$ cat config.mk
export PLATFORM = sky130hd
export DESIGN_NAME = ptme_ctrl
export DESIGN_NICKNAME = d
export VERILOG_FILES = /design/src/hw/rtl/ptme_pkg.sv /design/src/hw/rtl/ptme_ctrl.sv
export SDC_FILE = /design/constraint.sdc
export NUM_CORES = 1
export LEC_CHECK = 0
export BUFFER_PORTS_ARGS = -buffer_cell sky130_fd_sc_hd__buf_2
export CAP_MARGIN = 30
export CORE_UTILIZATION = 50
export CTS_BUF_LIST = sky130_fd_sc_hd__clkbuf_2
export DETAILED_ROUTE_END_ITERATION = 6
export PLACE_DENSITY_LB_ADDON = 0.12
export SLEW_MARGIN = 0
export SYNTH_ARGS = -nofsm -noshare
export SYNTH_HDL_FRONTEND = slang
export SYNTH_SLANG_ARGS = --single-unit
$ cat constraint.sdc
create_clock -name clk -period 3.06 [get_ports clk]
set_input_delay 0.612 -clock clk [delete_from_list [all_inputs] [get_ports clk]]
set_output_delay 0.612 -clock clk [all_outputs]
set_load 0.01 [all_outputs]
$ cat src/hw/rtl/ptme_pkg.sv
`timescale 1ns / 1ps
// ---------------------------------------------------------------------------
// Page table map/unmap engine package
// Shared types, codes and descriptor constants for the engine's modules.
// ---------------------------------------------------------------------------
package ptme_pkg;

	localparam int CFG_AW = 5;
	localparam int CFG_DW = 64;
	localparam int IN_DW  = 136;
	localparam int OUT_DW = 72;

	// Register indexes taken from paddr[4:3]
	localparam logic [1:0] REG_VA_BITS   = 2'd0;
	localparam logic [1:0] REG_POOL_BASE = 2'd1;
	localparam logic [1:0] REG_READY     = 2'd2;

	localparam logic [5:0] VA_BITS_MIN = 6'd30;
	localparam logic [5:0] VA_BITS_MAX = 6'd39;

	localparam logic [63:0] ATTR_AF       = 64'h0000_0000_0000_0400;
	localparam logic [63:0] ATTR_SH_INNER = 64'h0000_0000_0000_0300;
	localparam logic [63:0] ATTR_AP_RO    = 64'h0000_0000_0000_0080;
	localparam logic [63:0] ATTR_PXN      = 64'h0020_0000_0000_0000;
	localparam logic [63:0] ATTR_UXN      = 64'h0040_0000_0000_0000;
	localparam logic [63:0] ATTR_IDX_WB   = 64'h0000_0000_0000_0004;
	localparam logic [63:0] ATTR_IDX_NC   = 64'h0000_0000_0000_0008;

	typedef enum logic [1:0] {
		KIND_MAP    = 2'd0,
		KIND_UNMAP  = 2'd1,
		KIND_LOOKUP = 2'd2,
		KIND_NOP    = 2'd3
	} kind_t;

	typedef enum logic [2:0] {
		ST_OK             = 3'd0,
		ST_NOT_READY      = 3'd1,
		ST_NO_ACCESS      = 3'd2,
		ST_BEYOND_VA      = 3'd3,
		ST_VA_WIDTH       = 3'd4,
		ST_POOL_EXHAUSTED = 3'd5
	} status_t;

	typedef enum logic [1:0] {
		LEAF_ZERO  = 2'd0,
		LEAF_BLOCK = 2'd1,
		LEAF_PAGE  = 2'd2
	} leaf_t;

	typedef enum logic [1:0] {
		STEP_2M     = 2'd0,
		STEP_4K     = 2'd1,
		STEP_SKIP1G = 2'd2,
		STEP_SKIP2M = 2'd3
	} step_t;

	typedef enum logic [4:0] {
		S_CLR, S_IDLE, S_CHECK,
		S_L1RD, S_L1EN, S_L1DEC,
		S_L2RD, S_L2EN, S_L2DEC,
		S_L3RD, S_L3EN, S_L3DEC,
		S_FILL, S_PTR, S_L3WR, S_NEXT, S_FIN
	} state_t;

	typedef struct packed {
		logic [5:0]  va_bits;
		logic [47:0] pool_base;
		logic        ready;
	} cfg_t;

	typedef struct packed {
		logic       load;
		logic       take_pre;
		logic       st_we;
		status_t    st_code;
		logic       rd_l1;
		logic       rd_pool;
		logic       idx_l3;
		logic       ent_ld;
		logic       tbl_ld;
		logic       alloc;
		logic       fill;
		logic       child_l3;
		logic       wr_ptr;
		logic       wr_loc;
		logic       wr_l3;
		leaf_t      leaf_sel;
		logic       adv;
		step_t      step;
		logic       leaf_ld;
		logic [1:0] leaf_lvl;
		logic       clr_l1;
		logic       out_load;
	} cmd_t;

	typedef struct packed {
		status_t pre_status;
		kind_t   kind;
		logic    ent_valid;
		logic    ent_table;
		logic    tbl_ok;
		logic    pool_full;
		logic    map_blk;
		logic    unmap_blk;
		logic    range_done;
		logic    fill_last;
		logic    out_busy;
	} sts_t;

endpackage

$ cat src/hw/rtl/ptme_ctrl.sv
`timescale 1ns / 1ps
// ---------------------------------------------------------------------------
// Page table engine controller
// Sequences the table walk, allocation, block splitting and result transfer.
// ---------------------------------------------------------------------------
module ptme_ctrl (
	input  logic           clk,
	input  logic           arst_n,
	input  logic           s_tvalid,
	output logic           s_tready,
	input  ptme_pkg::sts_t sts,
	output ptme_pkg::cmd_t cmd
);

	ptme_pkg::state_t state_q, state_d;
	logic child_l3_q, child_l3_d;
	logic is_map, is_unmap, is_lookup;

	assign is_map    = (sts.kind == ptme_pkg::KIND_MAP);
	assign is_unmap  = (sts.kind == ptme_pkg::KIND_UNMAP);
	assign is_lookup = (sts.kind == ptme_pkg::KIND_LOOKUP);

	always_ff @(posedge clk or negedge arst_n) begin
		if (!arst_n) begin
			state_q    <= ptme_pkg::S_CLR;
			child_l3_q <= 1'b0;
		end else begin
			state_q    <= state_d;
			child_l3_q <= child_l3_d;
		end
	end

	always_comb begin
		state_d    = state_q;
		child_l3_d = child_l3_q;
		cmd        = '0;
		s_tready   = 1'b0;
		unique case (state_q)
			ptme_pkg::S_CLR: begin
				cmd.clr_l1 = 1'b1;
				if (sts.fill_last)
					state_d = ptme_pkg::S_IDLE;
			end
			ptme_pkg::S_IDLE: begin
				s_tready = 1'b1;
				cmd.load = s_tvalid;
				if (s_tvalid)
					state_d = ptme_pkg::S_CHECK;
			end
			ptme_pkg::S_CHECK: begin
				cmd.take_pre = 1'b1;
				if (sts.pre_status != ptme_pkg::ST_OK || sts.kind == ptme_pkg::KIND_NOP)
					state_d = ptme_pkg::S_FIN;
				else
					state_d = ptme_pkg::S_L1RD;
			end
			ptme_pkg::S_L1RD: begin
				cmd.rd_l1 = 1'b1;
				state_d   = ptme_pkg::S_L1EN;
			end
			ptme_pkg::S_L1EN: begin
				cmd.ent_ld = 1'b1;
				state_d    = ptme_pkg::S_L1DEC;
			end
			ptme_pkg::S_L1DEC: begin
				if (is_lookup) begin
					if (!sts.ent_valid) begin
						state_d = ptme_pkg::S_FIN;
					end else if (!sts.ent_table) begin
						cmd.leaf_ld  = 1'b1;
						cmd.leaf_lvl = 2'd1;
						state_d      = ptme_pkg::S_FIN;
					end else begin
						cmd.tbl_ld = 1'b1;
						state_d    = sts.tbl_ok ? ptme_pkg::S_L2RD : ptme_pkg::S_FIN;
					end
				end else if (is_unmap && !sts.ent_valid) begin
					cmd.adv  = 1'b1;
					cmd.step = ptme_pkg::STEP_SKIP1G;
					state_d  = ptme_pkg::S_NEXT;
				end else if (sts.ent_valid && sts.ent_table) begin
					if (sts.tbl_ok) begin
						cmd.tbl_ld = 1'b1;
						state_d    = ptme_pkg::S_L2RD;
					end else begin
						cmd.st_we   = 1'b1;
						cmd.st_code = ptme_pkg::ST_POOL_EXHAUSTED;
						state_d     = ptme_pkg::S_FIN;
					end
				end else if (sts.pool_full) begin
					cmd.st_we   = 1'b1;
					cmd.st_code = ptme_pkg::ST_POOL_EXHAUSTED;
					state_d     = ptme_pkg::S_FIN;
				end else begin
					cmd.alloc  = 1'b1;
					child_l3_d = 1'b0;
					state_d    = ptme_pkg::S_FILL;
				end
			end
			ptme_pkg::S_L2RD: begin
				cmd.rd_pool = 1'b1;
				state_d     = ptme_pkg::S_L2EN;
			end
			ptme_pkg::S_L2EN: begin
				cmd.ent_ld = 1'b1;
				state_d    = ptme_pkg::S_L2DEC;
			end
			ptme_pkg::S_L2DEC: begin
				if (is_lookup) begin
					if (!sts.ent_valid) begin
						state_d = ptme_pkg::S_FIN;
					end else if (!sts.ent_table) begin
						cmd.leaf_ld  = 1'b1;
						cmd.leaf_lvl = 2'd2;
						state_d      = ptme_pkg::S_FIN;
					end else begin
						cmd.tbl_ld = 1'b1;
						state_d    = sts.tbl_ok ? ptme_pkg::S_L3RD : ptme_pkg::S_FIN;
					end
				end else if (is_unmap && !sts.ent_valid) begin
					cmd.adv  = 1'b1;
					cmd.step = ptme_pkg::STEP_SKIP2M;
					state_d  = ptme_pkg::S_NEXT;
				end else if ((is_map && sts.map_blk) || (is_unmap && sts.unmap_blk)) begin
					cmd.wr_loc   = 1'b1;
					cmd.leaf_sel = is_map ? ptme_pkg::LEAF_BLOCK : ptme_pkg::LEAF_ZERO;
					cmd.adv      = 1'b1;
					cmd.step     = ptme_pkg::STEP_2M;
					state_d      = ptme_pkg::S_NEXT;
				end else if (sts.ent_valid && sts.ent_table) begin
					if (sts.tbl_ok) begin
						cmd.tbl_ld = 1'b1;
						state_d    = ptme_pkg::S_L3WR;
					end else begin
						cmd.st_we   = 1'b1;
						cmd.st_code = ptme_pkg::ST_POOL_EXHAUSTED;
						state_d     = ptme_pkg::S_FIN;
					end
				end else if (sts.pool_full) begin
					cmd.st_we   = 1'b1;
					cmd.st_code = ptme_pkg::ST_POOL_EXHAUSTED;
					state_d     = ptme_pkg::S_FIN;
				end else begin
					cmd.alloc  = 1'b1;
					child_l3_d = 1'b1;
					state_d    = ptme_pkg::S_FILL;
				end
			end
			ptme_pkg::S_L3RD: begin
				cmd.rd_pool = 1'b1;
				cmd.idx_l3  = 1'b1;
				state_d     = ptme_pkg::S_L3EN;
			end
			ptme_pkg::S_L3EN: begin
				cmd.ent_ld = 1'b1;
				state_d    = ptme_pkg::S_L3DEC;
			end
			ptme_pkg::S_L3DEC: begin
				cmd.leaf_ld  = sts.ent_valid;
				cmd.leaf_lvl = 2'd3;
				state_d      = ptme_pkg::S_FIN;
			end
			ptme_pkg::S_FILL: begin
				// A fresh table page is either cleared or filled with the split block.
				cmd.fill     = 1'b1;
				cmd.child_l3 = child_l3_q;
				if (sts.fill_last)
					state_d = ptme_pkg::S_PTR;
			end
			ptme_pkg::S_PTR: begin
				cmd.wr_ptr = 1'b1;
				state_d    = child_l3_q ? ptme_pkg::S_L3WR : ptme_pkg::S_L2RD;
			end
			ptme_pkg::S_L3WR: begin
				cmd.wr_l3    = 1'b1;
				cmd.leaf_sel = is_map ? ptme_pkg::LEAF_PAGE : ptme_pkg::LEAF_ZERO;
				cmd.adv      = 1'b1;
				cmd.step     = ptme_pkg::STEP_4K;
				state_d      = ptme_pkg::S_NEXT;
			end
			ptme_pkg::S_NEXT: begin
				state_d = sts.range_done ? ptme_pkg::S_FIN : ptme_pkg::S_L1RD;
			end
			ptme_pkg::S_FIN: begin
				if (!sts.out_busy) begin
					cmd.out_load = 1'b1;
					state_d      = ptme_pkg::S_IDLE;
				end
			end
			default: state_d = ptme_pkg::S_IDLE;
		endcase
	end

endmodule

======== After elaboration in Yosys (flattened, before gate mapping) ========
Index checks and enable logic that the tools add are counted.
word-level totals
  memory bits (read-only) ................. 0
  output and inout port bits .............. 28
  logic and storage cells ................. 139
  RAM bits ................................ 0
  latch bits .............................. 0
  bits in registers ....................... 6
  memories kept ........................... 0
operators by class
  bitwise logic cells ..................... 0
  add/sub/neg operators ................... 0
  reductions and logical operators ........ 15
  shifts and indexed selects .............. 0
  $mul .................................... 0
  muxes and demuxes ....................... 90
  magnitude comparators ................... 0
  eq/ne operators ......................... 32
  div/mod/pow operators ................... 0
operators by type and width
  operator              number
  $mux W5               22
  $pmux W5 S17          1
  $eq A5 B4 Y1 const B  8
  $mux W4               10
  $mux W1               37
  $mux W3               9
  $ne A2 B2 Y1 const B  13
  $eq A5 B3 Y1 const B  4
  $pmux W3 S3           2
  $eq A5 B2 Y1 const B  2
  $mux W2               5
  $reduce_and A10 Y1    1
  $pmux W2 S2           2
  $pmux W4 S2           1
  $eq A5 B1 Y1 const B  1
  $eq A5 B5 Y1 const B  1
  $logic_not A5 Y1      1
  $eq A2 B2 Y1 const B  2
  $logic_and A1 B1 Y1   4
  $reduce_and A4 Y1     1
  $reduce_bool A3 Y1    1
  $reduce_or A3 Y1      1
  $eq A2 B1 Y1 const B  1
  $logic_not A2 Y1      1
  5 further kinds       6

======== Depth between registers and ports, before layout ========
  depth after elaboration ................. 7
  gate-level depth with buffers ........... 6
  gate-level depth less buffers ........... 5

======== Least setup slack after synthesis ========
Ideal clock, no wire load.
  kind .................................... input to output
  from .................................... input sts[9] in the netlist's numbering
  to ...................................... output cmd[23] in the netlist's numbering
  required time ........................... 2.448 ns
  arrival ................................. 1.575 ns
  stages .................................. 6
  buffers on the path ..................... 2
  setup slack ............................. 0.873 ns
  cell sequence ........................... buf_2 -> mux2i_1 -> nor2_1 -> o21ai_1 -> and3_1 -> buf_4
RTL lines
  what                RTL line         text
  start: declaration  ptme_ctrl.sv:11  input ptme_pkg::sts_t sts,
  end: declaration    ptme_ctrl.sv:12  output ptme_pkg::cmd_t cmd

==> summary.txt <==
Power
  – Peak supply drop: 0.2818 mV
  – Lkg Pwr: 0.5716 nW
  – Pwr/cell area: 576.4 nW/um^2
  – Tot Pwr: 638.9 uW

Critical path
  – Critical path fanouts, max: 15
  – Setup CP Type: flop to primary output
  – CP Launch Type: flop
  – CP Capture Type: primary output
  – Critical Path AT: 2.11 ns
  – Worst Path Required: 2.45 ns

Synthesis
  – Register area share after synthesis: 16.24%
  – Synth unique cells: 48
  – Synth top area cells: dfrtp_1 16%, nor2_1 7.7%, nor3_1 5.4%
  – Synth Cell Area: 924.6 sq um
  – Syn_area_per_cell: 6.652 sq um
  – Warnings, synthesis: 0
  – Async S/R FF share, synth: 100.0%
  – Post-synth EDFFs: 0
  – Yosys reg bits: 6
  – Post-synth top area share: 16.24%
  – Post-synth top area cell: dfrtp_1
  – Cell count after synthesis: 139
  – Most used DFF post-synth: dfrtp_1
  – Synth Net Count: 156

Cells and area
  – Most common cell after layout, fill and taps aside: buf_2
  – ANT cells: 0
  – Fin nets: 191
  – Most frequent cells in the layout: 43 x buf_2, 19 x nor2_1, 13 x nand2_1, 10 x nor3_1
  – Area grow syn2layout: 19.89%
  – Share of cells above drive strength 1: 28.49%
  – Final Non-Filler Cells: 197
  – Filler cell count: 173

Routing
  – Pre-antenna DRT Iters: 6
  – DR WL met2: 1323 um
  – Wire length on met1: 1107 um
  – Number of vias per cell: 6.162
  – Detailed Route Iter0 Violations: 49
  – WL per Instance: 13.78 um
  – Metal3 WL: 211 um
  – Remaining DRCs: 0
  – Highest routed layer: met4
  – Total routed wirelength: 2714 um
  – Antenna Violating Nets Remaining: 0
  – Via count: 1214

CTS
  – Clock sinks: 6
  – Clk buf depth: 2
  – Hold_buf cts: 0
  – Skew-Pair Late Insertion Delay: 0.25 ns
  – Clock transition at path regs: 0.08 ns
  – Setup bufs post-CTS: 0
  – # resized after CTS: 0
  – CTS tree: done
  – Root Driver: clkbuf_2
  – H-tree Lvls: 1
  – TritonCTS Buffers: 3

STA
  – Slew Limit Fails: 0
  – Final TNS setup: 0 ns
  – Peak Freq: 0.3667 GHz
  – Fin worst setup slack: 0.3331 ns
  – Final number of setup-violating endpoints: 0
  – Slew HR: 37.81%
  – Final Hold Viols: 0
  – Unrepaired setup endpoints after global routing: false
  – Clock Skew: 0.02175 ns
  – Final worst-path cycle share: 89.12%
  – Tmin final: 2.727 ns
  – Slew @ Worst Pin: 0.9094 ns

Run
  – Max_cap viols: 0

Floorplanning
  – Core area: 1727 sq um
  – Row count: 15
  – I/O pin count: 45
  – Initial core utilization: 53.55%
  – Die W: 45.01 um
  – Die height: 45.01 um
  – Die ar.: 2025 sq um

Global routing
  – Grt total ovfl: 0
  – Pin count of the biggest net entering global routing: 19
  – GR Util All Layers: 28.25%
  – Vias in the first global route: 969
  – Global-route wire length before repair: 4222 um
  – Initial antenna violation count: 0

Run status
  – Status: complete, no violations

Placement
  – Number of port buffers: 43
  – RD Place Congestion: 0.9060
  – Placed insts: 194
  – DP Worst Slack: 0.6571 ns
  – HPWL Detailed: 2102 um

Min path
  – Hold crit path type: input port to async pin
[state kept, by name (all words and copies together) (netlist names)]
| signal | count |
|---|---|
| state_q | 5 |
| child_l3_q | 1 |
[per-layer routing]
layer	vias to the layer above	track usage [%]
met3	11	1.600
met5	-	0
met2	79	47.54
li1	575	-
met4	0	15.15
met1	549	36.05
[critical path, stage by stage (launching register included)]
cell and delay [ns]:
dfrtp_1 0.54, nand2b_1 0.37, or3_4 0.47, o21ai_1 0.13, and3_1 0.21, buf_2 0.14
[area by class of cell]
class                   count  area (sq um)  area share [%]
clock buffers               3         15.01           1.354
inverters                   5         18.77           1.693
multi-input cells         115         678.2           61.17
flip-flops and latches      6         150.1           13.54
well taps                  25         31.28           2.822
repair buffers             43         215.2           19.41
[synthesized netlist by cell type, types with 3 or more instances]
cell      count
o21ai_1       5
clkbuf_1      3
inv_1         4
nand2b_1      4
nor2_1       19
a211oi_1      3
buf_2         5
dfrtp_1       6
nand3_1       3
and2_1        5
nor2b_1       6
nand2_1      13
buf_4         4
nor3_1       10
o21ai_0       5
a21oi_1       4
[final timing paths]
path                                   end  cells past startpoint  slack, ns  startpoint
worst min-delay path            child_l3_q                      1       0.17      arst_n
min in group clk                child_l3_q                      1       0.60  child_l3_q
worst min register to register  child_l3_q                      1       0.60  child_l3_q
worst max-delay path               cmd[21]                      5       0.33  state_q[1]
worst max register to register  state_q[3]                      5       0.98  state_q[1]
max in group asynchronous       state_q[2]                      1       2.71      arst_n
[through the flow]
stage / instance area, sq um / util, % / hold WS, ns
finish: 1109 / 64.20 / 0.1728
global placement: 1094 / 63.33 / 0.4338
CTS: 1109 / 64.20 / 0.1731
global route: 1109 / 64.20 / 0.2035
floorplan: 924.6 / - / 0.3164
detailed placement: 1094 / 63.33 / 0.4508
[power by group]
group | internal, mW | switching (mW) | total, mW
registers | 0.108 | 0.0827 | 0.190
logic | 0.164 | 0.223 | 0.387
clock network | 0.0266 | 0.0350 | 0.0616
total | 0.298 | 0.341 | 0.639
[kinds of logic (layout without fill, tap and decap cells)]
logic type | after synthesis | count (layout) | share of synthesized area (%)
buffers and inverters | 18 | 51 | 10.42
AND/OR/NAND/NOR | 76 | 76 | 43.44
flip-flops | 6 | 6 | 16.24
other | 1 | 1 | 0.4056
adder cells (fa/ha/maj) | 1 | 1 | 1.083
multiplexers | 2 | 2 | 2.165
AO/OA/AOI/OAI | 35 | 35 | 26.25
Note: power is estimated with default switching activity, not from simulation.
