**config.mk**
```make
export PLATFORM = sky130hd
export DESIGN_NAME = ptme_cfg
export DESIGN_NICKNAME = d
export VERILOG_FILES = /design/src/hw/rtl/ptme_pkg.sv /design/src/hw/rtl/ptme_cfg.sv
export SDC_FILE = /design/constraint.sdc
export NUM_CORES = 1
export LEC_CHECK = 0
export BUFFER_PORTS_ARGS = -buffer_cell sky130_fd_sc_hd__buf_2
export CAP_MARGIN = 20
export CORE_ASPECT_RATIO = 1.4
export CORE_MARGIN = 4
export CORE_UTILIZATION = 35
export CTS_CLUSTER_DIAMETER = 50
export DETAILED_ROUTE_END_ITERATION = 6
export PLACE_DENSITY = 0.74
export SLEW_MARGIN = 30
export SYNTH_ARGS = -nofsm -noshare
export SYNTH_HDL_FRONTEND = slang
export SYNTH_SLANG_ARGS = --single-unit
```
**constraint.sdc**
```tcl
create_clock -name clk -period 1.3 [get_ports clk]
set_input_delay 0.26 -clock clk [delete_from_list [all_inputs] [get_ports clk]]
set_output_delay 0.26 -clock clk [all_outputs]
set_load 0.02 [all_outputs]
```
**src/hw/rtl/ptme_pkg.sv**
```systemverilog
`timescale 1ns / 1ps
// ---------------------------------------------------------------------------
// Page table map/unmap engine package
// Shared types, codes and descriptor constants for the engine's modules.
// ---------------------------------------------------------------------------
package ptme_pkg;

	localparam int CFG_AW = 5;
	localparam int CFG_DW = 64;
	localparam int IN_DW  = 136;
	localparam int OUT_DW = 72;

	// Register indexes taken from paddr[4:3]
	localparam logic [1:0] REG_VA_BITS   = 2'd0;
	localparam logic [1:0] REG_POOL_BASE = 2'd1;
	localparam logic [1:0] REG_READY     = 2'd2;

	localparam logic [5:0] VA_BITS_MIN = 6'd30;
	localparam logic [5:0] VA_BITS_MAX = 6'd39;

	localparam logic [63:0] ATTR_AF       = 64'h0000_0000_0000_0400;
	localparam logic [63:0] ATTR_SH_INNER = 64'h0000_0000_0000_0300;
	localparam logic [63:0] ATTR_AP_RO    = 64'h0000_0000_0000_0080;
	localparam logic [63:0] ATTR_PXN      = 64'h0020_0000_0000_0000;
	localparam logic [63:0] ATTR_UXN      = 64'h0040_0000_0000_0000;
	localparam logic [63:0] ATTR_IDX_WB   = 64'h0000_0000_0000_0004;
	localparam logic [63:0] ATTR_IDX_NC   = 64'h0000_0000_0000_0008;

	typedef enum logic [1:0] {
		KIND_MAP    = 2'd0,
		KIND_UNMAP  = 2'd1,
		KIND_LOOKUP = 2'd2,
		KIND_NOP    = 2'd3
	} kind_t;

	typedef enum logic [2:0] {
		ST_OK             = 3'd0,
		ST_NOT_READY      = 3'd1,
		ST_NO_ACCESS      = 3'd2,
		ST_BEYOND_VA      = 3'd3,
		ST_VA_WIDTH       = 3'd4,
		ST_POOL_EXHAUSTED = 3'd5
	} status_t;

	typedef enum logic [1:0] {
		LEAF_ZERO  = 2'd0,
		LEAF_BLOCK = 2'd1,
		LEAF_PAGE  = 2'd2
	} leaf_t;

	typedef enum logic [1:0] {
		STEP_2M     = 2'd0,
		STEP_4K     = 2'd1,
		STEP_SKIP1G = 2'd2,
		STEP_SKIP2M = 2'd3
	} step_t;

	typedef enum logic [4:0] {
		S_CLR, S_IDLE, S_CHECK,
		S_L1RD, S_L1EN, S_L1DEC,
		S_L2RD, S_L2EN, S_L2DEC,
		S_L3RD, S_L3EN, S_L3DEC,
		S_FILL, S_PTR, S_L3WR, S_NEXT, S_FIN
	} state_t;

	typedef struct packed {
		logic [5:0]  va_bits;
		logic [47:0] pool_base;
		logic        ready;
	} cfg_t;

	typedef struct packed {
		logic       load;
		logic       take_pre;
		logic       st_we;
		status_t    st_code;
		logic       rd_l1;
		logic       rd_pool;
		logic       idx_l3;
		logic       ent_ld;
		logic       tbl_ld;
		logic       alloc;
		logic       fill;
		logic       child_l3;
		logic       wr_ptr;
		logic       wr_loc;
		logic       wr_l3;
		leaf_t      leaf_sel;
		logic       adv;
		step_t      step;
		logic       leaf_ld;
		logic [1:0] leaf_lvl;
		logic       clr_l1;
		logic       out_load;
	} cmd_t;

	typedef struct packed {
		status_t pre_status;
		kind_t   kind;
		logic    ent_valid;
		logic    ent_table;
		logic    tbl_ok;
		logic    pool_full;
		logic    map_blk;
		logic    unmap_blk;
		logic    range_done;
		logic    fill_last;
		logic    out_busy;
	} sts_t;

endpackage

```
**src/hw/rtl/ptme_cfg.sv**
```systemverilog
`timescale 1ns / 1ps
// ---------------------------------------------------------------------------
// Page table engine configuration registers
// APB-style register file holding VA width, pool base and the ready flag.
// ---------------------------------------------------------------------------
module ptme_cfg (
	input  logic                         clk,
	input  logic                         arst_n,
	input  logic                         psel,
	input  logic                         penable,
	input  logic                         pwrite,
	input  logic [ptme_pkg::CFG_AW-1:0]  paddr,
	input  logic [ptme_pkg::CFG_DW-1:0]  pwdata,
	output logic [ptme_pkg::CFG_DW-1:0]  prdata,
	output logic                         pready,
	output ptme_pkg::cfg_t               cfg
);

	logic [5:0]  va_bits_q;
	logic [47:0] pool_base_q;
	logic        ready_q;
	logic        wr_en;

	assign pready = 1'b1;
	assign wr_en  = psel & penable & pwrite & pready;

	always_ff @(posedge clk or negedge arst_n) begin
		if (!arst_n) begin
			va_bits_q   <= 6'd35;
			pool_base_q <= '0;
			ready_q     <= 1'b1;
		end else if (wr_en) begin
			unique case (paddr[4:3])
				ptme_pkg::REG_VA_BITS:   va_bits_q   <= pwdata[5:0];
				ptme_pkg::REG_POOL_BASE: pool_base_q <= pwdata[47:0];
				ptme_pkg::REG_READY:     ready_q     <= pwdata[0];
				default: ;
			endcase
		end
	end

	always_comb begin
		unique case (paddr[4:3])
			ptme_pkg::REG_VA_BITS:   prdata = {58'b0, va_bits_q};
			ptme_pkg::REG_POOL_BASE: prdata = {16'b0, pool_base_q};
			ptme_pkg::REG_READY:     prdata = {63'b0, ready_q};
			default:                 prdata = '0;
		endcase
	end

	assign cfg.va_bits   = va_bits_q;
	assign cfg.pool_base = pool_base_q;
	assign cfg.ready     = ready_q;

endmodule

```
# Word-level counts from Yosys, hierarchy flattened
# Index checks and enable logic that the tools add are counted.
# totals
regBits,55
elab_cells,12
# op_classes
eq_ne,2
n_mux,1
reduce_logical,4
bitwise_logic,2
# op_table
cell,count
48-bit one-hot mux with 3 select lines,1
2-bit AND reduction,3
1-bit AND,2
2-bit by 1-bit equality test with 1-bit output (second input constant),1
2-bit equality test (second input constant),1
2-bit zero test,1

# Depth between registers and ports, before layout
# Gate-level depths: netlist of run 1.
# depth
word_depth,3
mapped_depth,5

# Least setup slack after synthesis of run 1
# OpenSTA, ideal clock, no wires.
# synth_path
path_type,input-to-output
from,input port paddr[3] in the netlist's numbering
to,output port prdata[10] in the netlist's numbering
slack_ps,-118
n_path_buf,2
arrival_time_ps,1158
t_required_ps,1040
cell_stages,4
path_cell_list,buf_2 and2b_1 clkbuf_1 and2_1
# synth_between
elab_chain_len,2
# synth_lines
element,line,rtl
from (decl),ptme_cfg.sv:12,"input logic [ptme_pkg::CFG_AW-1:0] paddr,"
"2-bit equality test, or another cell as far along",ptme_cfg.sv:43,unique case (paddr[4:3])
48-bit one-hot mux with 3 select lines *,ptme_cfg.sv:43,
to (decl),ptme_cfg.sv:14,"output logic [ptme_pkg::CFG_DW-1:0] prdata,"
# Mark *: on every way between the ends. The rest lies on a longest branch, timed or not.

# Worst setup path after layout of run 1
# layout_path
from,register va_bits_q[0]
to,output port prdata[0] in the netlist's numbering
# layout_between
elab_chain_len,1
# layout_lines
element,line,rtl
from (decl),ptme_cfg.sv:19,logic [5:0] va_bits_q;
from (signal assigned),ptme_cfg.sv:34,ptme_pkg::REG_VA_BITS: va_bits_q <= pwdata[5:0];
48-bit one-hot mux with 3 select lines,ptme_cfg.sv:43,
# Every way passes these cells.

==> impl_metrics.tcl, run 1 <==
set metrics [dict create \
    status "complete, but fails checks" \
    violations "setup timing" \
    numCtsBuffers 5 \
    area.sequential_sq_mm 0.001381 \
    antenna-diode-count 0 \
    grt_first_pass_wirelength_microns 9625 \
    min_period_over_period 1.105 \
    clock_power_share 0.173 \
    routed_via_density 4.485 \
    yosysTopAreaCell "dfrtp_1" \
    power_density_of_the_placed_cells_mw_per_mm2 1377 \
    ys_async_sr_fraction 1.000 \
    placement_rows 37 \
    total_wire_length_microns 7097 \
    sequential_share_of_power 0.421 \
    power.internal_mw 3.722 \
    io_buffers 157 \
    drv_cap 0 \
    instances_no_fill 472 \
    sink_count_of_the_clock_tree 55 \
    clock_tree.root_cell "clkbuf_8" \
    cts_tree "done" \
    clk_pin_slew_ps 90 \
    synth_top_area_share 0.4862 \
    vias 2117 \
    grt_pass1_vias 2072 \
    start_util 0.3589 \
    timing_worst_setup_path_type "reg2out" \
    gr-total-overflow 0 \
    fin_ws_ps -136.0 \
    slowest_delay_ps 540 \
    setup.worst_path.end_class "output pin" \
    ys_seq_area_frac 0.5262 \
    hold_slack_ps 175.6 \
    setup_repair_after_global_routing_missed_its_margin "true" \
    route.antenna.remaining_nets 0 \
    top_cells_by_area_synth "dfrtp_1 (49%), mux2_2 (15%), and2_1 (10%), mux2_1 (8.6%), buf_4 (5.7%)" \
    layout.nets 448 \
    antenna_found_initial 0 \
    drt_iter0_markers 67 \
    synthesis.area_sq_mm 0.002625 \
    placed_cells_incl_taps 452 \
    multi_input_area_sq_mm 0.001212 \
    drive_above_1_share 0.7227 \
    worstPathRequired_ps 1040 \
    hold_path_class "in2reg" \
    p_sw_mw 2.047 \
    synth.lib_cells_used.distinct 19 \
    largest_net_degree_at_the_start_of_global_routing 56 \
    htree_levels 2 \
    yosys_warnings 0 \
    detail_route.first_pass.iterations 3 \
    comb_power_share 0.406 \
    timing.final.max_slew_violations 0 \
    switching_share 0.3549 \
    cp.arrival_ps 1180 \
    dieArea_sq_mm 0.008969 \
    timing_hold_violations_final 0 \
    route.detailed.wl_per_inst_microns 15.04 \
    synth-edff-count 0 \
    power_leakage_nw 2.154 \
    synth_cells 201 \
    ys.flop_type "dfrtp_1" \
    synth_seq_cells 55 \
    ioPinCount 194 \
    peakVddDrop_mv 0.6931 \
    postLayoutCoreUtil 0.5730 \
    time_the_final_worst_path_needs_with_i_o_delays_and_setup_ps 1436 \
    critical_path.cell_chain "mux2i_1, o21ai_1, buf_4" \
    hpwl_microns 4583 \
    gp_congestion 0.7380 \
    filler_cell_count 628 \
    clk-insertion-delay-late_ps 300 \
    max_freq_mhz 696.4 \
    gr-usage-all-layers 0.1338 \
    fin_worst_skew_ps 0 \
    timing.critical_path.slowest_stage_cell "dfstp_2" \
    clk_path_buf_depth 2 \
    die_height_microns 110.5 \
    layout-area-overhead-vs-synth_pct 59.68 \
    setup_violations 49 \
    fp.dieW_microns 81.19 \
    post_synth.cell_area_avg_sq_um 13.06 \
    critPathLaunchType "flop" \
    core_region_area_sq_mm 0.007315 \
    detail_route.drc_violations 0 \
    crit_fanout 2 \
    p_total_mw 5.770 \
]
## worst max-delay path, delay by kind of cell, from the launching register on
kind                   cells  cell delay (ps)
DFF                        1              540
buffers and inverters      1              160
muxes                      1               60
AOI/OAI and AO/OA          1              120
## logic make-up after synthesis
group	synth area share
DFF	0.5262
and+or+nand+nor	0.1306
buffers and inverters	0.07960
other	0.002861
muxes	0.2588
AOI/OAI and AO/OA	0.001905
## stage by stage
step                      setup slack (ps)  area [sq um]  setup TNS, ps
after floorplan                     -3.784          2755         -75.68
after global placement              -141.2          3576         -11030
after detailed placement            -170.2          3576         -12990
after CTS                           -147.1          3805          -4057
after global routing                -229.6          4192          -6503
final                               -136.0          4192          -4519
## area by class of cell
| cell class | count | area share |
|---|---|---|
| clock buffers | 8 | 0.02388 |
| multi-input cells | 132 | 0.2893 |
| flip-flops and latches | 55 | 0.3296 |
| well taps | 97 | 0.02896 |
| repair buffers | 180 | 0.3284 |
## worst paths after layout
check | start | endpoint | slack (ps) | depth (start not counted)
min | pwdata[40] | pool_base_q[40] | 180 | 2
max in group asynchronous | arst_n | va_bits_q[5] | 530 | 3
min in group asynchronous | arst_n | pool_base_q[45] | 480 | 3
max reg2reg | va_bits_q[3] | va_bits_q[3] | 420 | 2
min reg2reg | pool_base_q[23] | pool_base_q[23] | 520 | 1
max | va_bits_q[0] | prdata[0] | -140 | 3
## timing repair
item | 4_1_cts | 5_1_grt
endpoints found under the hold margin | 51 | 0
gates resized for setup | 30 | 116
buffers inserted | 4 | 2
pin swaps | 0 | 16
setup endpoints to repair | 48 | 52
hold buffers | 1 | 0
gates cloned | 0 | 5
## routing by layer
layer  up-vias  wire, microns  global-route usage
met5         -              0                   0
met4         0             33             0.03495
met3         4            547             0.03670
met2       102           4022              0.2540
met1      1033           2493              0.1384
li1        978              -                   -
## power by group through the flow
| stage | logic (mW) | registers (mW) | clock network (mW) |
|---|---|---|---|
| global route | 2.51 | 2.50 | 1.12 |
| CTS | 2.11 | 2.40 | 1.05 |
| global placement | 1.95 | 2.41 | 0 |
| finish | 2.34 | 2.43 | 0.998 |
| floorplan | 0.782 | 2.89 | 0 |
| detailed placement | 1.99 | 2.44 | 0 |
## layout by cell type (no fill, tap or decap), drive strengths merged
master and count:
mux2i 6, o21ai 1, dfstp 4, nand3 1, and2 42, and2b 1
nand3b 1, nor3 1, dfrtp 51, mux2 55, dlygate4sd3 1, nor2 5
nor3b 2, buf 177, clkbuf 10, conb 17
## cells in the mapped netlist, types with 2 or more instances
library cell,number
buf_6,3
mux2_2,35
nor2_1,5
mux2i_1,6
buf_2,2
mux2_1,20
dfrtp_1,51
clkbuf_1,4
and2_1,42
dfstp_2,4
conb_1,2
buf_4,20
## state kept, by name, summed over array words and instances, names as in the netlist
| name | count |
|---|---|
| pool_base_q | 48 |
| va_bits_q | 6 |
| ready_q | 1 |
(Power assumes the default switching activity.)
==> run 2, diff against run 1 <==
- CORE_MARGIN: 4 -> 2
- SKIP_LAST_GASP: unset -> 1
==> run 2 against run 1 <==
Against the previous run: the flow still finishes with violations (setup timing); largest power group unchanged; worst hold slack got worse by 3.8 ps; total power increased by 1.2%; global-route usage rose by 1.8 points; highest routed layer unchanged; sequential share of layout area is 0.93 points lower; critical path depth stayed put; cell count up 2.1%; register-to-register slack is essentially flat; via count increased by 4.6%; clock power hardly changed; die area fell by 8.4%; utilization rose by 1.7 points; non-clock buffer count rose by 9.
==> impl_metrics.tcl, run 2 (synthesis gave the netlist of run 1 again) <==
set metrics [dict create \
    drt_iter0_markers 60 \
    preCtsSetupSlack_ps -202.5 \
    violations "setup timing" \
    hold_slack_ps 171.7 \
    timing_worst_setup_path_type "reg2out" \
    switching_share 0.3553 \
    max_freq_mhz 685.1 \
    post_dp_cell_area_sq_mm 0.003571 \
    power.internal_mw 3.765 \
    total_wire_length_microns 7386 \
    setup_tns_ps -4861 \
    setup_repair_after_global_routing_missed_its_margin "true" \
    hpwl_microns 4499 \
    vias 2215 \
    power_leakage_nw 2.217 \
    route.antenna.remaining_nets 0 \
    dieArea_sq_mm 0.008218 \
    detail_route.first_pass.iterations 4 \
    critPathLaunchType "flop" \
    largest_net_degree_at_the_start_of_global_routing 56 \
    antenna_found_initial 1 \
    fin_worst_skew_ps 0 \
    setup.reg_to_reg.worst_slack_ps 420 \
    busiest_layer "met2" \
    grt_use_met2 0.2876 \
    cts_tree "done" \
    core_region_area_sq_mm 0.007315 \
    timing.rr.start "pool_base_q[3]" \
    detail_route.drc_violations 0 \
    setup.worst_path.end_class "output pin" \
    met1_track_usage_gr 0.1586 \
    setup_violations 49 \
    layout.nets 457 \
    die_height_microns 106.5 \
    peakVddDrop_mv 0.7753 \
    crit_fanout 2 \
    p_sw_mw 2.075 \
    clock_power_share 0.174 \
    slowest_delay_ps 550 \
    filler_cell_count 577 \
    layout-area-overhead-vs-synth_pct 64.30 \
    numCtsBuffers 5 \
    status "complete, but fails checks" \
    gr-usage-all-layers 0.1517 \
    endpoint "prdata[5]" \
    grt_first_pass_wirelength_microns 9936 \
    routed_via_density 4.595 \
    min_period_over_period 1.123 \
    hold_path_class "in2reg" \
    worst_setup_path_startpoint "va_bits_q[5]" \
    regToRegEndpoint "pool_base_q[3]" \
    timing.final.max_slew_violations 0 \
    final_common_cell "buf_2" \
    power_density_of_the_placed_cells_mw_per_mm2 1354 \
    largest_register_ff_count 48 \
    drive_above_1_share 0.7292 \
    clk-insertion-delay-late_ps 300 \
    design_area_sq_mm 0.004313 \
    clock_tree.root_cell "clkbuf_8" \
    p_total_mw 5.840 \
    start_util 0.3589 \
    number_of_cells_traversed_by_the_worst_register_to_register_path 2 \
    htree_levels 2 \
    io_buffers 157 \
    drv_cap 0 \
    cp.arrival_ps 1200 \
    layout.cells.most_common_list "buf_2 (104), buf_6 (54), dfrtp_1 (51)" \
    timing.critical_path.slowest_stage_cell "dfstp_2" \
    critical_path.cell_chain "mux2i_1, nor2_1, buf_4" \
    largest_registers "pool_base_q (48), va_bits_q (6), ready_q (1)" \
    gr-total-overflow 0 \
    sequential_share_of_power 0.414 \
    gp_congestion 0.7071 \
    grtUsageMet3 0.03990 \
    sink_count_of_the_clock_tree 55 \
    placement_rows 37 \
    ioPinCount 194 \
    fin_ws_ps -159.6 \
    clk_path_buf_depth 2 \
    max_flop_register "pool_base_q" \
    worstPathRequired_ps 1040 \
    grt_pass1_vias 2068 \
    clk_pin_slew_ps 90 \
    fp.dieW_microns 77.19 \
    route.detailed.wl_per_inst_microns 15.32 \
    comb_power_share 0.412 \
    timing_hold_violations_final 0 \
    time_the_final_worst_path_needs_with_i_o_delays_and_setup_ps 1460 \
]
==> run 2: repair_timing <==
item / CTS / global route
hold buffers: 1 / 0
pin swaps: 14 / 17
gates cloned: 3 / 5
endpoints found under the setup margin: 48 / 83
buffers inserted: 11 / 3
hold endpoints to repair: 51 / 0
gates resized for setup: 75 / 84
==> run 2: through the flow <==
stage               std cells    util
floorplan                 216       -
global placement          453  0.4882
detailed placement        453  0.4882
CTS                       476  0.5443
global route              481  0.5893
finish                    482  0.5896
==> run 2: how the worst min path moves through the flow <==
stage	from	to	slack, ps	cells past startpoint
after floorplan	arst_n	pool_base_q[0]	-40	0
after global placement	arst_n	pool_base_q[18]	280	2
after detailed placement	arst_n	pool_base_q[18]	280	2
after CTS	pwdata[38]	pool_base_q[38]	160	2
after global routing	pwdata[23]	pool_base_q[23]	160	2
final	pwdata[37]	pool_base_q[37]	170	2
==> run 2: layer usage <==
layer	vias up	routed length, microns
met5	-	0
met4	0	153
met3	16	510
met2	110	4226
met1	1093	2497
li1	996	-
==> run 2: cell type report <==
type                       count  area [sq um]  share of cell area
tap                           97         121.4             0.02814
timing repair buffer         189          1491              0.3458
clock buffer                   8         100.1             0.02321
sequential                    55          1381              0.3203
antenna                        1         2.502           0.0005802
multi-input combinational    132          1216              0.2820
==> run 2: power groups by stage <==
| stage | Combinational (mW) | Clock, mW | Sequential (mW) |
|---|---|---|---|
| detailed placement | 1.97 | 0 | 2.43 |
| finish | 2.41 | 1.02 | 2.42 |
| floorplan | 0.782 | 0 | 2.89 |
| global route | 2.55 | 1.11 | 2.48 |
| CTS | 2.21 | 1.07 | 2.39 |
| global placement | 1.94 | 0 | 2.41 |
==> run 2: critical path: cells and delay by family, from the launching register on <==
kind / cells / cell delay, ps
AND/OR/NAND/NOR: 1 / 120
multiplexers: 1 / 60
buffers and inverters: 1 / 170
flip-flops: 1 / 550
==> run 3, diff against run 2 <==
- REMOVE_ABC_BUFFERS: unset -> 1
- clock period: 1.3 -> 1.2 ns (I/O delays scaled with it)
==> run 3 against run 2 <==
Against the previous run: the run still ends with setup timing left; flip-flop and latch count unchanged; register-to-register slack got worse by 260 ps; worst hold slack worse by 20 ps; combinational power up 17%; utilization increased by 1.8 points; cell area grew 3.0%.
==> impl_metrics.tcl, run 3 (synthesis gave the netlist of run 1 again) <==
set metrics [dict create \
    status "complete, but fails checks" \
    violations "setup timing" \
    sequential_share_of_power 0.384 \
    gr-total-overflow 0 \
    die_height_microns 106.5 \
    worst_setup_path_startpoint "va_bits_q[0]" \
    route.detailed.wl_per_inst_microns 16.02 \
    gp_congestion 0.6776 \
    detail_route.first_pass.iterations 4 \
    vias 2191 \
    power_density_of_the_placed_cells_mw_per_mm2 1548 \
    preCtsSetupSlack_ps -252.9 \
    largest_registers "pool_base_q (48), va_bits_q (6), ready_q (1)" \
    timing.rr.start "va_bits_q[0]" \
    antenna-diode-count 0 \
    grt_pass1_vias 2095 \
    setup.worst_path.end_class "output pin" \
    fin_ws_ps -276.8 \
    clk_path_buf_depth 2 \
    io_buffers 157 \
    worstPathRequired_ps 960 \
    clk-insertion-delay-late_ps 300 \
    detail_route.drc_violations 0 \
    layout-area-overhead-vs-synth_pct 69.21 \
    layout.nets 464 \
    drive_above_1_share 0.7238 \
    gr-usage-all-layers 0.1615 \
    peakVddDrop_mv 1.069 \
    placement_rows 37 \
    fp.dieW_microns 77.19 \
    timing_hold_violations_final 0 \
    total_wire_length_microns 7819 \
    time_the_final_worst_path_needs_with_i_o_delays_and_setup_ps 1477 \
    p_total_mw 6.875 \
    antenna_found_initial 0 \
    min_period_over_period 1.231 \
    timing.final.max_slew_violations 0 \
    drt_iter0_markers 63 \
    numCtsBuffers 5 \
    comb_power_share 0.409 \
    timing_worst_setup_path_type "reg2out" \
    setup_repair_after_global_routing_missed_its_margin "true" \
    drv_cap 0 \
    max_flop_register "pool_base_q" \
    power_leakage_nw 2.281 \
    power.internal_mw 4.541 \
    switching_share 0.3396 \
    hold_path_class "in2reg" \
    timing.hold.worst.start "pwdata[29]" \
    cp.arrival_ps 1240 \
    crit_fanout 2 \
    largest_net_degree_at_the_start_of_global_routing 56 \
    sink_count_of_the_clock_tree 55 \
    grt_first_pass_wirelength_microns 10480 \
    start_util 0.3589 \
    largest_register_ff_count 48 \
    fin_worst_skew_ps 0 \
    p_sw_mw 2.335 \
    clock_power_share 0.207 \
    core_region_area_sq_mm 0.007315 \
    final_common_cell "buf_2" \
    hpwl_microns 4293 \
    cts_tree "done" \
    routed_via_density 4.490 \
    clock_tree.root_cell "clkbuf_8" \
    ioPinCount 194 \
    setup_violations 52 \
    critPathLaunchType "flop" \
    max_freq_mhz 677.2 \
    clk_pin_slew_ps 100 \
    dieArea_sq_mm 0.008218 \
    htree_levels 2 \
    route.antenna.remaining_nets 0 \
    layout.cells.most_common_list "buf_2 (99), buf_6 (60), dfrtp_1 (51)" \
    postLayoutCoreUtil 0.6073 \
]
[run 3: critical path, stage by stage, from the launching register on]
cell and delay, ps:
dfstp_2 550, mux2i_1 70, o21ai_1 150, buf_4 160
[run 3: routing by layer]
| metal | vias up | track usage | part of all wire |
|---|---|---|---|
| li1 | 1017 | - | - |
| met1 | 1070 | 0.1811 | 0.37 |
| met2 | 96 | 0.3043 | 0.57 |
| met3 | 8 | 0.03141 | 0.046 |
| met4 | 0 | 0.04847 | 0.013 |
| met5 | - | 0 | 0 |
[run 3: stage by stage]
stage                     instances  setup TNS (ps)  hold slack [ps]  area, sq um
after global routing            488          -10640            134.5         4442
final                           488           -8781            151.5         4442
after floorplan                 187          -86870           -55.59         2472
after CTS                       479           -9491            136.1         4080
after detailed placement        452          -18840            259.4         3506
after global placement          452          -18350            257.3         3506
[run 3: power by group through the flow]
stage / Sequential, mW / Combinational, mW / Clock, mW
2_1_floorplan: 3.14 / 0.730 / 0
3_3_place_gp: 2.62 / 2.07 / 0
3_5_place_dp: 2.65 / 2.10 / 0
4_1_cts: 2.61 / 2.47 / 1.46
5_1_grt: 2.70 / 2.96 / 1.53
6_report: 2.64 / 2.81 / 1.42
[run 3: worst paths after layout]
| kind | endpoint | slack (ps) | cells past startpoint |
|---|---|---|---|
| max | prdata[0] | -280 | 3 |
| min | pool_base_q[29] | 150 | 2 |
| max reg2reg | va_bits_q[0] | 160 | 4 |
| min reg2reg | pool_base_q[33] | 520 | 1 |
| max in group asynchronous | va_bits_q[1] | 430 | 3 |
| min in group asynchronous | pool_base_q[29] | 470 | 3 |
[run 3: cell type report]
type	count	area, sq um
Fill cell	579	2873
Timing Repair Buffer	196	1612
Sequential cell	55	1381
Multi-Input combinational cell	132	1195
Tap cell	97	121.4
Clock buffer	6	72.57
Clock inverter	2	60.06
[run 3: timing repair]
item,in CTS,in global routing
endpoints found under the hold margin,51,0
setup buffers,14,9
setup endpoints to repair,52,58
hold buffers,1,0
pin swaps,15,17
gates cloned,4,3
gates resized for setup,79,91
